### config.mk
export PLATFORM = sky130hd
export DESIGN_NAME = square_wave_note_sequencer
export DESIGN_NICKNAME = d
export VERILOG_FILES = /design/src/hdl/sqwns_pkg.sv /design/src/hdl/sqwns_ram.sv /design/src/hdl/square_wave_note_sequencer.sv
export SDC_FILE = /design/constraint.sdc
export NUM_CORES = 2
export LEC_CHECK = 0
export ABC_AREA = 1
export BUFFER_PORTS_ARGS = -buffer_cell sky130_fd_sc_hd__buf_2
export CAP_MARGIN = 0
export CORE_MARGIN = 2
export CORE_UTILIZATION = 40
export CTS_CLUSTER_DIAMETER = 50
export DETAILED_ROUTE_END_ITERATION = 7
export GPL_ROUTABILITY_DRIVEN = 0
export GPL_TIMING_DRIVEN = 0
export SLEW_MARGIN = 40
export SYNTH_ARGS = -nofsm -noshare
export SYNTH_HDL_FRONTEND = slang
export SYNTH_SLANG_ARGS = --single-unit
### constraint.sdc
create_clock -name clk -period 4.3 [get_ports clk]
set_input_delay 0.86 -clock clk [delete_from_list [all_inputs] [get_ports clk]]
set_output_delay 0.86 -clock clk [all_outputs]
set_load 0.1 [all_outputs]
### src/hdl/sqwns_pkg.sv
// Types and constants shared by the square-wave note sequencer files.
package sqwns_pkg;

  // Input word kinds carried on s_tuser.
  typedef enum logic [2:0] {
    ACT_TICK     = 3'd0,
    ACT_LOAD     = 3'd1,
    ACT_START    = 3'd2,
    ACT_CANCEL   = 3'd3,
    ACT_THROTTLE = 3'd4,
    ACT_RESET    = 3'd5
  } action_t;

  typedef enum logic [1:0] {
    MODE_IDLE     = 2'd0,
    MODE_PLAYING  = 2'd1,
    MODE_FINISHED = 2'd2
  } mode_t;

  typedef enum logic [2:0] {
    ST_IDLE,
    ST_NOTE,
    ST_DECIDE,
    ST_DIV,
    ST_TOGGLE,
    ST_EMIT
  } state_t;

  // Configuration register indexes.
  localparam logic [1:0] CFG_AMPLITUDE  = 2'd0;
  localparam logic [1:0] CFG_GAP_US     = 2'd1;
  localparam logic [1:0] CFG_SKIP       = 2'd2;
  localparam logic [1:0] CFG_NOTE_COUNT = 2'd3;

  localparam logic [16:0] AMPLITUDE_RST  = 17'd5000;
  localparam logic [19:0] GAP_US_RST     = 20'd40000;
  localparam logic [9:0]  SKIP_RST       = 10'd100;
  localparam logic [6:0]  NOTE_COUNT_RST = 7'd46;

  // Half period in us is HALF_PERIOD_NUM / freq.
  localparam logic [18:0] HALF_PERIOD_NUM = 19'd500000;
  localparam int          DIV_STEPS       = 19;
  localparam logic [9:0]  US_PER_MS       = 10'd1000;

  // Table entry layout, lowest bits first: freq, duration, voice.
  localparam int ENTRY_W = 34;

endpackage

### src/hdl/sqwns_ram.sv
// Generic single-write, single-read RAM with registered read data.
module sqwns_ram #(
  parameter int WIDTH = 34,
  parameter int DEPTH = 64
) (
  input  logic                     clk,
  input  logic                     we,
  input  logic [$clog2(DEPTH)-1:0] waddr,
  input  logic [WIDTH-1:0]         wdata,
  input  logic                     re,
  input  logic [$clog2(DEPTH)-1:0] raddr,
  output logic [WIDTH-1:0]         rdata
);

  logic [WIDTH-1:0] mem [DEPTH];

  always_ff @(posedge clk) begin
    if (we) begin
      mem[waddr] <= wdata;
    end
    if (re) begin
      rdata <= mem[raddr];
    end
  end

endmodule

### src/hdl/square_wave_note_sequencer.sv
// Top level of the square-wave note sequencer.
//
// channel  dir  handshake          payload
// s_*      in   s_tvalid/s_tready  tuser action, tdata note/tick/throttle fields
// m_*      out  m_tvalid/m_tready  tuser frame_valid, tdata command, tlast last
// cfg_*    in   cfg_valid/cfg_ready cfg_index register, cfg_data value
//
// One input word at a time. A tick while playing that reaches the toggle check
// passes a note table read, a multiply, a decision, a 19-step restoring
// divider for the half period and the toggle before its first result word.
// A tick that ends the note or falls in a rest or gap skips the divider and the
// toggle; all other words go straight to output. Then 1 to 3 result words
// follow, one per cycle while m_tready is high. s_tready is low until the last
// result word of the current input is taken. Reset (rst, synchronous) sets idle
// mode and default registers; the note table holds no reset value.
module square_wave_note_sequencer
  import sqwns_pkg::*;
#(
  parameter int TABLE_DEPTH = 64
) (
  input  logic        clk,
  input  logic        rst,
  input  logic        s_tvalid,
  output logic        s_tready,
  // action[2:0]
  input  logic [2:0]  s_tuser,
  // elapsed_us[16:0], note_slot[22:17], note_freq_hz[38:23],
  // note_duration_ms[54:39], note_voice[56:55], throttle_calibrated[57],
  // throttle_permille[67:58], zero fill[71:68]
  input  logic [71:0] s_tdata,
  output logic        m_tvalid,
  input  logic        m_tready,
  // frame_valid[0]
  output logic        m_tuser,
  output logic        m_tlast,
  // motor_select[0], command_value[18:1], is_playing[19], is_finished[20],
  // zero fill[23:21]
  output logic [23:0] m_tdata,
  input  logic        cfg_valid,
  output logic        cfg_ready,
  input  logic [1:0]  cfg_index,
  input  logic [19:0] cfg_data
);

  localparam int AW = $clog2(TABLE_DEPTH);
  localparam int PW = $clog2(TABLE_DEPTH + 1);
  localparam int CW = (PW > 7) ? PW : 7;

  // Configuration.
  logic [16:0] amplitude;
  logic [19:0] gap_us;
  logic [9:0]  skip_permille;
  logic [6:0]  note_count;

  // Control state.
  state_t        state, state_next;
  mode_t         mode;
  logic          cancel_pending;
  logic [PW-1:0] position;
  logic [31:0]   note_timer;
  logic [31:0]   toggle_timer;
  logic          sign_neg;
  logic          silenced;
  logic [17:0]   mcmd [2];
  logic [1:0]    res_cnt;
  logic [1:0]    out_idx;
  logic [4:0]    div_cnt;

  // Working registers for the current tick.
  logic [15:0] note_freq;
  logic        note_sel;
  logic [25:0] dur_us;
  logic [15:0] div_rem;
  logic [18:0] div_quo;
  logic        res_sel [3];
  logic [17:0] res_cmd [3];

  // Input field unpack.
  action_t     action;
  logic [16:0] in_elapsed;
  logic [5:0]  in_slot;
  logic [15:0] in_freq;
  logic [15:0] in_dur;
  logic [1:0]  in_voice;
  logic        in_calib;
  logic [9:0]  in_permille;

  assign action      = action_t'(s_tuser);
  assign in_elapsed  = s_tdata[16:0];
  assign in_slot     = s_tdata[22:17];
  assign in_freq     = s_tdata[38:23];
  assign in_dur      = s_tdata[54:39];
  assign in_voice    = s_tdata[56:55];
  assign in_calib    = s_tdata[57];
  assign in_permille = s_tdata[67:58];

  logic s_acc, m_acc, out_last;
  assign s_acc    = s_tvalid && s_tready;
  assign m_acc    = m_tvalid && m_tready;
  assign out_last = (res_cnt == 2'd0) || (out_idx == res_cnt - 2'd1);

  // Note table.
  logic                ram_we;
  logic [ENTRY_W-1:0]  ram_rdata;
  logic                slot_ok;

  assign slot_ok = 32'(in_slot) < TABLE_DEPTH;
  assign ram_we  = s_acc && (action == ACT_LOAD) && slot_ok;

  sqwns_ram #(
    .WIDTH (ENTRY_W),
    .DEPTH (TABLE_DEPTH)
  ) u_table (
    .clk   (clk),
    .we    (ram_we),
    .waddr (AW'(in_slot)),
    .wdata ({in_voice, in_dur, in_freq}),
    .re    (s_acc),
    .raddr (position[AW-1:0]),
    .rdata (ram_rdata)
  );

  function automatic logic [31:0] sat_add(input logic [31:0] a, input logic [16:0] b);
    logic [32:0] s;
    s = {1'b0, a} + 33'(b);
    return s[32] ? 32'hFFFF_FFFF : s[31:0];
  endfunction

  // Song length, clamped to 1..TABLE_DEPTH.
  logic [CW-1:0] song_len, pos_inc;
  always_comb begin
    if (note_count == 7'd0) begin
      song_len = CW'(1);
    end else if (32'(note_count) > TABLE_DEPTH) begin
      song_len = CW'(TABLE_DEPTH);
    end else begin
      song_len = CW'(note_count);
    end
  end
  assign pos_inc = CW'(position) + CW'(1);

  // Tick decisions.
  logic        note_end, in_gap, drop, song_done, toggle_now, sign_new;
  logic [1:0]  sil_base;
  logic [17:0] amp_ext, toggle_cmd;

  assign note_end   = note_timer >= 32'(dur_us);
  assign in_gap     = (note_freq == 16'd0) ||
                      ((dur_us > 26'(gap_us)) && (note_timer >= 32'(dur_us - 26'(gap_us))));
  assign drop       = mcmd[note_sel] != 18'd0;
  assign song_done  = pos_inc >= song_len;
  assign sil_base   = {1'b0, drop};
  assign toggle_now = toggle_timer >= 32'(div_quo);
  assign sign_new   = ~sign_neg;
  assign amp_ext    = {1'b0, amplitude};
  assign toggle_cmd = sign_new ? (18'd0 - amp_ext) : amp_ext;

  // Divider step.
  logic [16:0] trial, trial_sub;
  logic        trial_ge;
  assign trial     = {div_rem, div_quo[18]};
  assign trial_sub = trial - {1'b0, note_freq};
  assign trial_ge  = trial >= {1'b0, note_freq};

  // Next state.
  always_comb begin
    state_next = state;
    unique case (state)
      ST_IDLE: begin
        if (s_acc) begin
          if (action == ACT_TICK && mode == MODE_PLAYING && !cancel_pending) begin
            state_next = ST_NOTE;
          end else begin
            state_next = ST_EMIT;
          end
        end
      end
      ST_NOTE:   state_next = ST_DECIDE;
      ST_DECIDE: state_next = (note_end || in_gap) ? ST_EMIT : ST_DIV;
      ST_DIV: begin
        if (div_cnt == 5'(DIV_STEPS - 1)) begin
          state_next = ST_TOGGLE;
        end
      end
      ST_TOGGLE: state_next = ST_EMIT;
      ST_EMIT: begin
        if (m_acc && out_last) begin
          state_next = ST_IDLE;
        end
      end
      default: state_next = ST_IDLE;
    endcase
  end

  // Outputs.
  always_comb begin
    s_tready  = (state == ST_IDLE);
    cfg_ready = 1'b1;
    m_tvalid  = (state == ST_EMIT);
    m_tlast   = out_last;
    m_tuser   = (res_cnt != 2'd0);
    m_tdata   = '0;
    if (res_cnt != 2'd0) begin
      m_tdata[0]    = res_sel[out_idx];
      m_tdata[18:1] = res_cmd[out_idx];
    end
    m_tdata[19] = (mode == MODE_PLAYING);
    m_tdata[20] = (mode == MODE_FINISHED);
  end

  // Configuration registers.
  always_ff @(posedge clk) begin
    if (rst) begin
      amplitude     <= AMPLITUDE_RST;
      gap_us        <= GAP_US_RST;
      skip_permille <= SKIP_RST;
      note_count    <= NOTE_COUNT_RST;
    end else if (cfg_valid && cfg_ready) begin
      unique case (cfg_index)
        CFG_AMPLITUDE:  amplitude     <= cfg_data[16:0];
        CFG_GAP_US:     gap_us        <= cfg_data;
        CFG_SKIP:       skip_permille <= cfg_data[9:0];
        CFG_NOTE_COUNT: note_count    <= cfg_data[6:0];
        default: ;
      endcase
    end
  end

  // Sequencer datapath.
  always_ff @(posedge clk) begin
    if (rst) begin
      state          <= ST_IDLE;
      mode           <= MODE_IDLE;
      cancel_pending <= 1'b0;
      position       <= '0;
      note_timer     <= '0;
      toggle_timer   <= '0;
      sign_neg       <= 1'b0;
      silenced       <= 1'b0;
      mcmd[0]        <= '0;
      mcmd[1]        <= '0;
      res_cnt        <= '0;
      out_idx        <= '0;
      div_cnt        <= '0;
    end else begin
      state <= state_next;
      case (state)
        ST_IDLE: begin
          if (s_acc) begin
            case (action)
              ACT_TICK: begin
                if (mode != MODE_PLAYING) begin
                  cancel_pending <= 1'b0;
                end else if (cancel_pending) begin
                  mcmd[0]        <= '0;
                  mcmd[1]        <= '0;
                  res_sel[0]     <= 1'b0;
                  res_cmd[0]     <= '0;
                  res_sel[1]     <= 1'b1;
                  res_cmd[1]     <= '0;
                  res_cnt        <= 2'd2;
                  cancel_pending <= 1'b0;
                  mode           <= MODE_IDLE;
                end else begin
                  note_timer   <= sat_add(note_timer, in_elapsed);
                  toggle_timer <= sat_add(toggle_timer, in_elapsed);
                end
              end
              ACT_START: begin
                position       <= '0;
                sign_neg       <= 1'b0;
                silenced       <= 1'b0;
                cancel_pending <= 1'b0;
                mode           <= MODE_PLAYING;
                note_timer     <= '0;
                toggle_timer   <= '0;
              end
              ACT_CANCEL: begin
                if (mode == MODE_PLAYING) begin
                  cancel_pending <= 1'b1;
                end
              end
              ACT_THROTTLE: begin
                if (mode == MODE_PLAYING && in_calib && in_permille > skip_permille) begin
                  mcmd[0]    <= '0;
                  mcmd[1]    <= '0;
                  res_sel[0] <= 1'b0;
                  res_cmd[0] <= '0;
                  res_sel[1] <= 1'b1;
                  res_cmd[1] <= '0;
                  res_cnt    <= 2'd2;
                  mode       <= MODE_FINISHED;
                end
              end
              ACT_RESET: begin
                if (mode == MODE_FINISHED) begin
                  mode <= MODE_IDLE;
                end
              end
              default: ;
            endcase
          end
        end
        ST_NOTE: begin
          note_freq <= ram_rdata[15:0];
          note_sel  <= ram_rdata[32];
          dur_us    <= ram_rdata[31:16] * US_PER_MS;
        end
        ST_DECIDE: begin
          div_rem <= '0;
          div_quo <= HALF_PERIOD_NUM;
          div_cnt <= '0;
          if (note_end) begin
            if (drop) begin
              res_sel[0]     <= note_sel;
              res_cmd[0]     <= '0;
            end
            position <= PW'(pos_inc);
            if (song_done) begin
              // note-end drop first, then both motors silenced
              mcmd[0]              <= '0;
              mcmd[1]              <= '0;
              res_sel[sil_base]         <= 1'b0;
              res_cmd[sil_base]         <= '0;
              res_sel[sil_base + 2'd1]  <= 1'b1;
              res_cmd[sil_base + 2'd1]  <= '0;
              res_cnt              <= drop ? 2'd3 : 2'd2;
              mode                 <= MODE_FINISHED;
            end else begin
              if (drop) begin
                mcmd[note_sel] <= '0;
              end
              res_cnt      <= {1'b0, drop};
              sign_neg     <= 1'b0;
              silenced     <= 1'b0;
              note_timer   <= '0;
              toggle_timer <= '0;
            end
          end else if (in_gap) begin
            if (!silenced && drop) begin
              mcmd[note_sel] <= '0;
              res_sel[0]     <= note_sel;
              res_cmd[0]     <= '0;
              res_cnt        <= 2'd1;
            end
            silenced <= 1'b1;
          end
        end
        ST_DIV: begin
          div_rem <= trial_ge ? trial_sub[15:0] : trial[15:0];
          div_quo <= {div_quo[17:0], trial_ge};
          div_cnt <= div_cnt + 5'd1;
        end
        ST_TOGGLE: begin
          if (toggle_now) begin
            toggle_timer   <= '0;
            sign_neg       <= sign_new;
            mcmd[note_sel] <= toggle_cmd;
            res_sel[0]     <= note_sel;
            res_cmd[0]     <= toggle_cmd;
            res_cnt        <= 2'd1;
          end
        end
        ST_EMIT: begin
          if (m_acc && out_last) begin
            res_cnt <= 2'd0;
            out_idx <= 2'd0;
          end else if (m_acc) begin
            out_idx <= out_idx + 2'd1;
          end
        end
        default: ;
      endcase
    end
  end

endmodule

Yosys cells after proc, flatten, opt, wreduce, memory -nomap -nowiden --
Memory sizes are Yosys's and may differ from the RTL's. A register that Yosys moved wholly into a read port is not among the register bits. Cells that the tools add are included.
Storage, ports and cells: flip-flop bits (word level) 217, bits in writable memories 2269, word-level logic and storage cells 291, memories kept 4, input bits 102
Operators by class: mux-type cells 141, magnitude comparators 8, $mul 1, reductions and logical operators 49, equality and inequality tests 38, bitwise logic cells 20, add/subtract/negate cells 10
Memories:
- u_table.mem | words 64, width 34, read ports 1, clocked after memory_dff 1, wr ports 1, line sqwns_ram.sv:15 | logic [WIDTH-1:0] mem [DEPTH];
- res_cmd | words 3, width 18, read ports 1, clocked after memory_dff 1, wr ports 3, line square_wave_note_sequencer.sv:76 | logic [17:0] res_cmd [3];
- mcmd | words 2, width 18, read ports 1, clocked after memory_dff 1, wr ports 2, line square_wave_note_sequencer.sv:64 | logic [17:0] mcmd [2];
- res_sel | words 3, width 1, read ports 1, clocked after memory_dff 1, wr ports 3, line square_wave_note_sequencer.sv:75 | logic res_sel [3];
Operator list (number):
- two-way mux 32 bit | 11
- two-way mux 18 bit | 16
- one-hot mux 32 bit (2 select lines) | 3
- one-hot mux 32 bit (3 select lines) | 1
- adder 32 x 17 -> 33 bit | 2
- two-way mux 1 bit | 62
- two-way mux 2 bit | 24
- one-hot mux 19 bit (2 select lines) | 1
- OR reduction 18 bit | 2
- two-way mux 7 bit | 5
- >= comparator 32 x 19 -> 1 bit | 1
- >= comparator 32 x 26 -> 1 bit | 1
- >= comparator 32 bit | 1
- one-hot mux 16 bit (2 select lines) | 1
- subtractor 26 x 20 -> 27 bit | 1
- > comparator 26 x 20 -> 1 bit | 1
- inequality test 3 bit, second input constant | 8
- multiplier 16 x 7 -> 23 bit, second input constant | 1
- two-way mux 19 bit | 1
- OR 1 bit | 18
- one-hot mux 3 bit (6 select lines) | 1
- nonzero test 18 bit | 1
- subtractor 1 x 17 -> 18 bit, first input constant | 1
- >= comparator 17 x 16 -> 1 bit | 1
- other kinds (50) | 102

Logic depth before layout (Yosys ltp) --
word-level depth 13, mapped depth 28, depth with buffers taken out 28

By module --
From an unflattened synthesis, not the netlist that was laid out.
Second synthesis, totals: cell total of the unflattened synthesis 10164, area, all modules 110059.3 um^2
By module, submodules not included:
- sqwns_ram | times used 1, cells an instance 7205, area each 88310.9 um^2
- square_wave_note_sequencer | times used 1, cells an instance 2959, area each 21748.4 um^2

Worst setup path after synthesis --
No wires, ideal clock.
path kind flip-flop to flip-flop, start register state[2], end memory u_table.mem[0][0] (enable), stages on the path, launching flop included 10, setup slack -0.105 ns, data arrival time 3.981 ns, data required time 3.877 ns, cells stage by stage dfxtp_1 nor2_4 inv_4 nor2_8 nand2_1 inv_1 nand4_1 nor2_1 nand3_1 nor2_1
On the way: longest elaborated chain between the ends 5
Ends and longest elaborated chain:
- from (decl) | line square_wave_note_sequencer.sv:56 | state_t state, state_next;
- from (signal assigned) | line square_wave_note_sequencer.sv:246 | state <= state_next;
- zero test 3 bit | line square_wave_note_sequencer.sv:197 | s_tready = (state == ST_IDLE);
- via s_tready | line square_wave_note_sequencer.sv:24 | output logic s_tready,
- logical AND 1 bit | line square_wave_note_sequencer.sv:98 | assign s_acc = s_tvalid && s_tready;
- via s_acc | line square_wave_note_sequencer.sv:97 | logic s_acc, m_acc, out_last;
- logical AND 1 bit | line square_wave_note_sequencer.sv:108 | assign ram_we = s_acc && (action == ACT_LOAD) && slot_ok;
- two-way mux 1 bit | line sqwns_ram.sv:18 | if (we) begin
- two-way mux 1 bit (implied by the code) | line sqwns_ram.sv:19 | mem[waddr] <= wdata;
- to (decl) | line sqwns_ram.sv:15
The timed path passes the listed nets, and every way through them passes these cells.

==> results.sh <==
export IMPL_synth_seq_cells=2422
export IMPL_io_pins=131
export IMPL_period_needed_ns=4.49
export IMPL_ys_warnings_count=0
export IMPL_area_growth_pct=19.7
export IMPL_leakagePower_nw=42.6
export IMPL_dp_cells=12000
export IMPL_crit_type="reg2reg"
export IMPL_syn_cell_area_um2=102000
export IMPL_hold_viol=0
export IMPL_drt_iter0_markers=12600
export IMPL_root_buffer="clkbuf_16"
export IMPL_grtUsageMet3_pct=8.24
export IMPL_grt_pass1_wl_um=527000
export IMPL_seq_area_um2=71100
export IMPL_cts_buffers=276
export IMPL_maxSlewHeadroom_pct=15.0
export IMPL_vias=76600
export IMPL_final_common_cell="edfxtp_1"
export IMPL_setup_tns_ns=-8.49
export IMPL_antenna_left=0
export IMPL_worstPathArrival_ns=5.09
export IMPL_grt_pass1_vias=72100
export IMPL_setup_viol=133
export IMPL_fin_skew_ns=0.0965
export IMPL_finalNetCount=9329
export IMPL_cts_path_max_buffers=4
export IMPL_period_share_pct=104
export IMPL_violations="setup timing"
export IMPL_timing_hold_ws_ns=0.248
export IMPL_gr_usage_met1_pct=35.1
export IMPL_dieHeight_um=510
export IMPL_final_util_pct=48.2
export IMPL_startpoint_type="flop"
export IMPL_cap_violations=0
export IMPL_place_area_um2=113000
export IMPL_multi_input_area_um2=29100
export IMPL_synth_edf_count=2256
export IMPL_insertion_delay_ns=0.91
export IMPL_met2_usage_pct=43.6
export IMPL_synth_cell_types=60
export IMPL_die_area_um2=260000
export IMPL_wl_per_cell_um=30.5
export IMPL_h_tree_depth=5
export IMPL_syn_inst=8265
export IMPL_yosysSeqAreaShare_pct=69.4
export IMPL_antenna_found_initial=32
export IMPL_required_ns=4.90
export IMPL_async_flop_share_pct=0
export IMPL_syn_avg_cell_area_um2=12.4
export IMPL_clock_sinks=2422
export IMPL_top_usage_layer="met2"
export IMPL_grt_overflow_total=0
export IMPL_core_um2=254000
export IMPL_tightest_slew_ns=1.27
export IMPL_drc_errors=0
export IMPL_grtUsageTotal_pct=28.5
export IMPL_status="finished with violations"
export IMPL_rows=185
export IMPL_io_buffer_count=120
export IMPL_total_power_mw=88.3
export IMPL_clk_pin_slew_ns=0.06
export IMPL_fin_area_um2=123000
export IMPL_dp_hpwl_um=266000
export IMPL_die_w_um=510
export IMPL_nFillCells=22000
export IMPL_start_util_pct=40.3
export IMPL_cp_max_fo=10
export IMPL_synthFlopType="edfxtp_1"
export IMPL_timing_fmax_mhz=223
export IMPL_hold_path_class="in2reg"
export IMPL_end_kind="flop"
export IMPL_cts_tree="built"
export IMPL_post_place_ws_ns=-1.36
export IMPL_grt_max_degree=65
export IMPL_drive_above_1_share_pct=12.4
export IMPL_dr_pass1_iters=7
export IMPL_slew_violations=0
export IMPL_irDropWorstVdd_v=0.00186
export IMPL_wl_um=382000
export IMPL_rsz0062_at_grt="yes"
export IMPL_via_per_inst=6.11
export IMPL_p_per_area_nw_per_um2=720
export IMPL_mostFrequentLayoutCells="edfxtp_1, a21oi_1, nand2_1"
export IMPL_fin_ws_ns=-0.191
export IMPL_fin_cells=12500
-- critical path: stages (launching register included) --
cell      delay [ns]
dfxtp_1         0.31
buf_4           0.24
nand2_2         0.27
buf_2           0.56
buf_1           0.71
nor2_1          0.10
a211oi_1        0.80
o21ai_0         0.35
nand3_1         0.38
nand3_1         0.18
nand2_1         0.31
-- registers in the layout, summed over array words and instances (netlist names), 18 cells and up, named ones only --
register,flops
note_timer,32
mcmd,36
u_table.rdata,33
u_table.mem,2112
dur_us,23
gap_us,20
res_cmd,18
div_quo,19
toggle_timer,32
-- report_power, final --
group          internal, mW  switching, mW
Combinational          13.1           24.5
Sequential             27.4          0.665
Clock                  13.0           9.65
Total                  53.5           34.8
-- area by class of cell --
type	count	area share [%]
Antenna cell	17	0.0347
Multi-Input combinational cell	4936	23.7
Timing Repair Buffer	403	4.88
Buffer	476	1.67
Clock inverter	146	0.959
Sequential cell	2422	57.9
Tap cell	3366	3.43
Clock buffer	342	6.05
Inverter	438	1.35
-- metal layers --
| layer | routed length [um] | part of all wire [%] |
|---|---|---|
| met1 | 136000 | 36 |
| met2 | 170000 | 44 |
| met3 | 46900 | 12 |
| met4 | 29500 | 7.7 |
| met5 | 85 | 0.022 |
-- cells by family after synthesis --
kind of cell               Yosys count  share of synthesized area, %
adders and majority gates          274                          3.76
AOI/OAI and AO/OA                 2372                          13.7
buffers and inverters              915                          3.49
other                                2                       0.00733
xor gates and xnor gates            94                         0.803
DFF                               2422                          69.4
and+or+nand+nor                   2186                          8.92
-- path summary, 6_finish.rpt --
path                                   start                             to  slack (ns)  cells past startpoint
setup / recovery    position[1]$_SDFFE_PP0P_    u_table.rdata[32]$_DFFE_PP_       -0.19                     10
hold / removal                   s_tdata[42]  u_table.mem[33][19]$_DFFE_PP_        0.25                      1
setup reg to reg    position[1]$_SDFFE_PP0P_    u_table.rdata[32]$_DFFE_PP_       -0.19                     10
hold reg to reg   u_table.rdata[9]$_DFFE_PP_         note_freq[9]$_DFFE_PP_        0.42                      0
-- cell usage after synthesis (all sizes together) (3+ instances only) --
cell / count / area share, %
o21ai: 480 / 2.3
nand3: 381 / 1.9
o21a: 8 / 0.059
dfxtp: 166 / 3.2
inv: 434 / 1.6
clkbuf: 375 / 1.4
nor2: 422 / 1.6
nand3b: 11 / 0.081
o21bai: 10 / 0.073
buf: 102 / 0.51
o221ai: 496 / 4.2
xor2: 53 / 0.45
nor3: 38 / 0.20
or2: 10 / 0.061
nand4: 71 / 0.43
ha: 217 / 2.6
edfxtp: 2256 / 66
fa: 57 / 1.1
a21o: 5 / 0.037
nand2: 1230 / 4.5
a21boi: 3 / 0.022
nor4: 14 / 0.085
xnor2: 41 / 0.35
and2: 3 / 0.018
a21oi: 1299 / 6.3
clkinv: 4 / 0.015
a31oi: 5 / 0.031
a211oi: 37 / 0.27
o211ai: 17 / 0.12
-- repair_timing --
item                                    4_1_cts  5_1_grt
cloned                                        4        2
gates resized for setup                      60       84
endpoints found under the setup margin     2089      444
buffers inserted                             19       51
hold buffers                                  0        0
pin swaps                                    14       45
(Power assumes the default switching activity.)
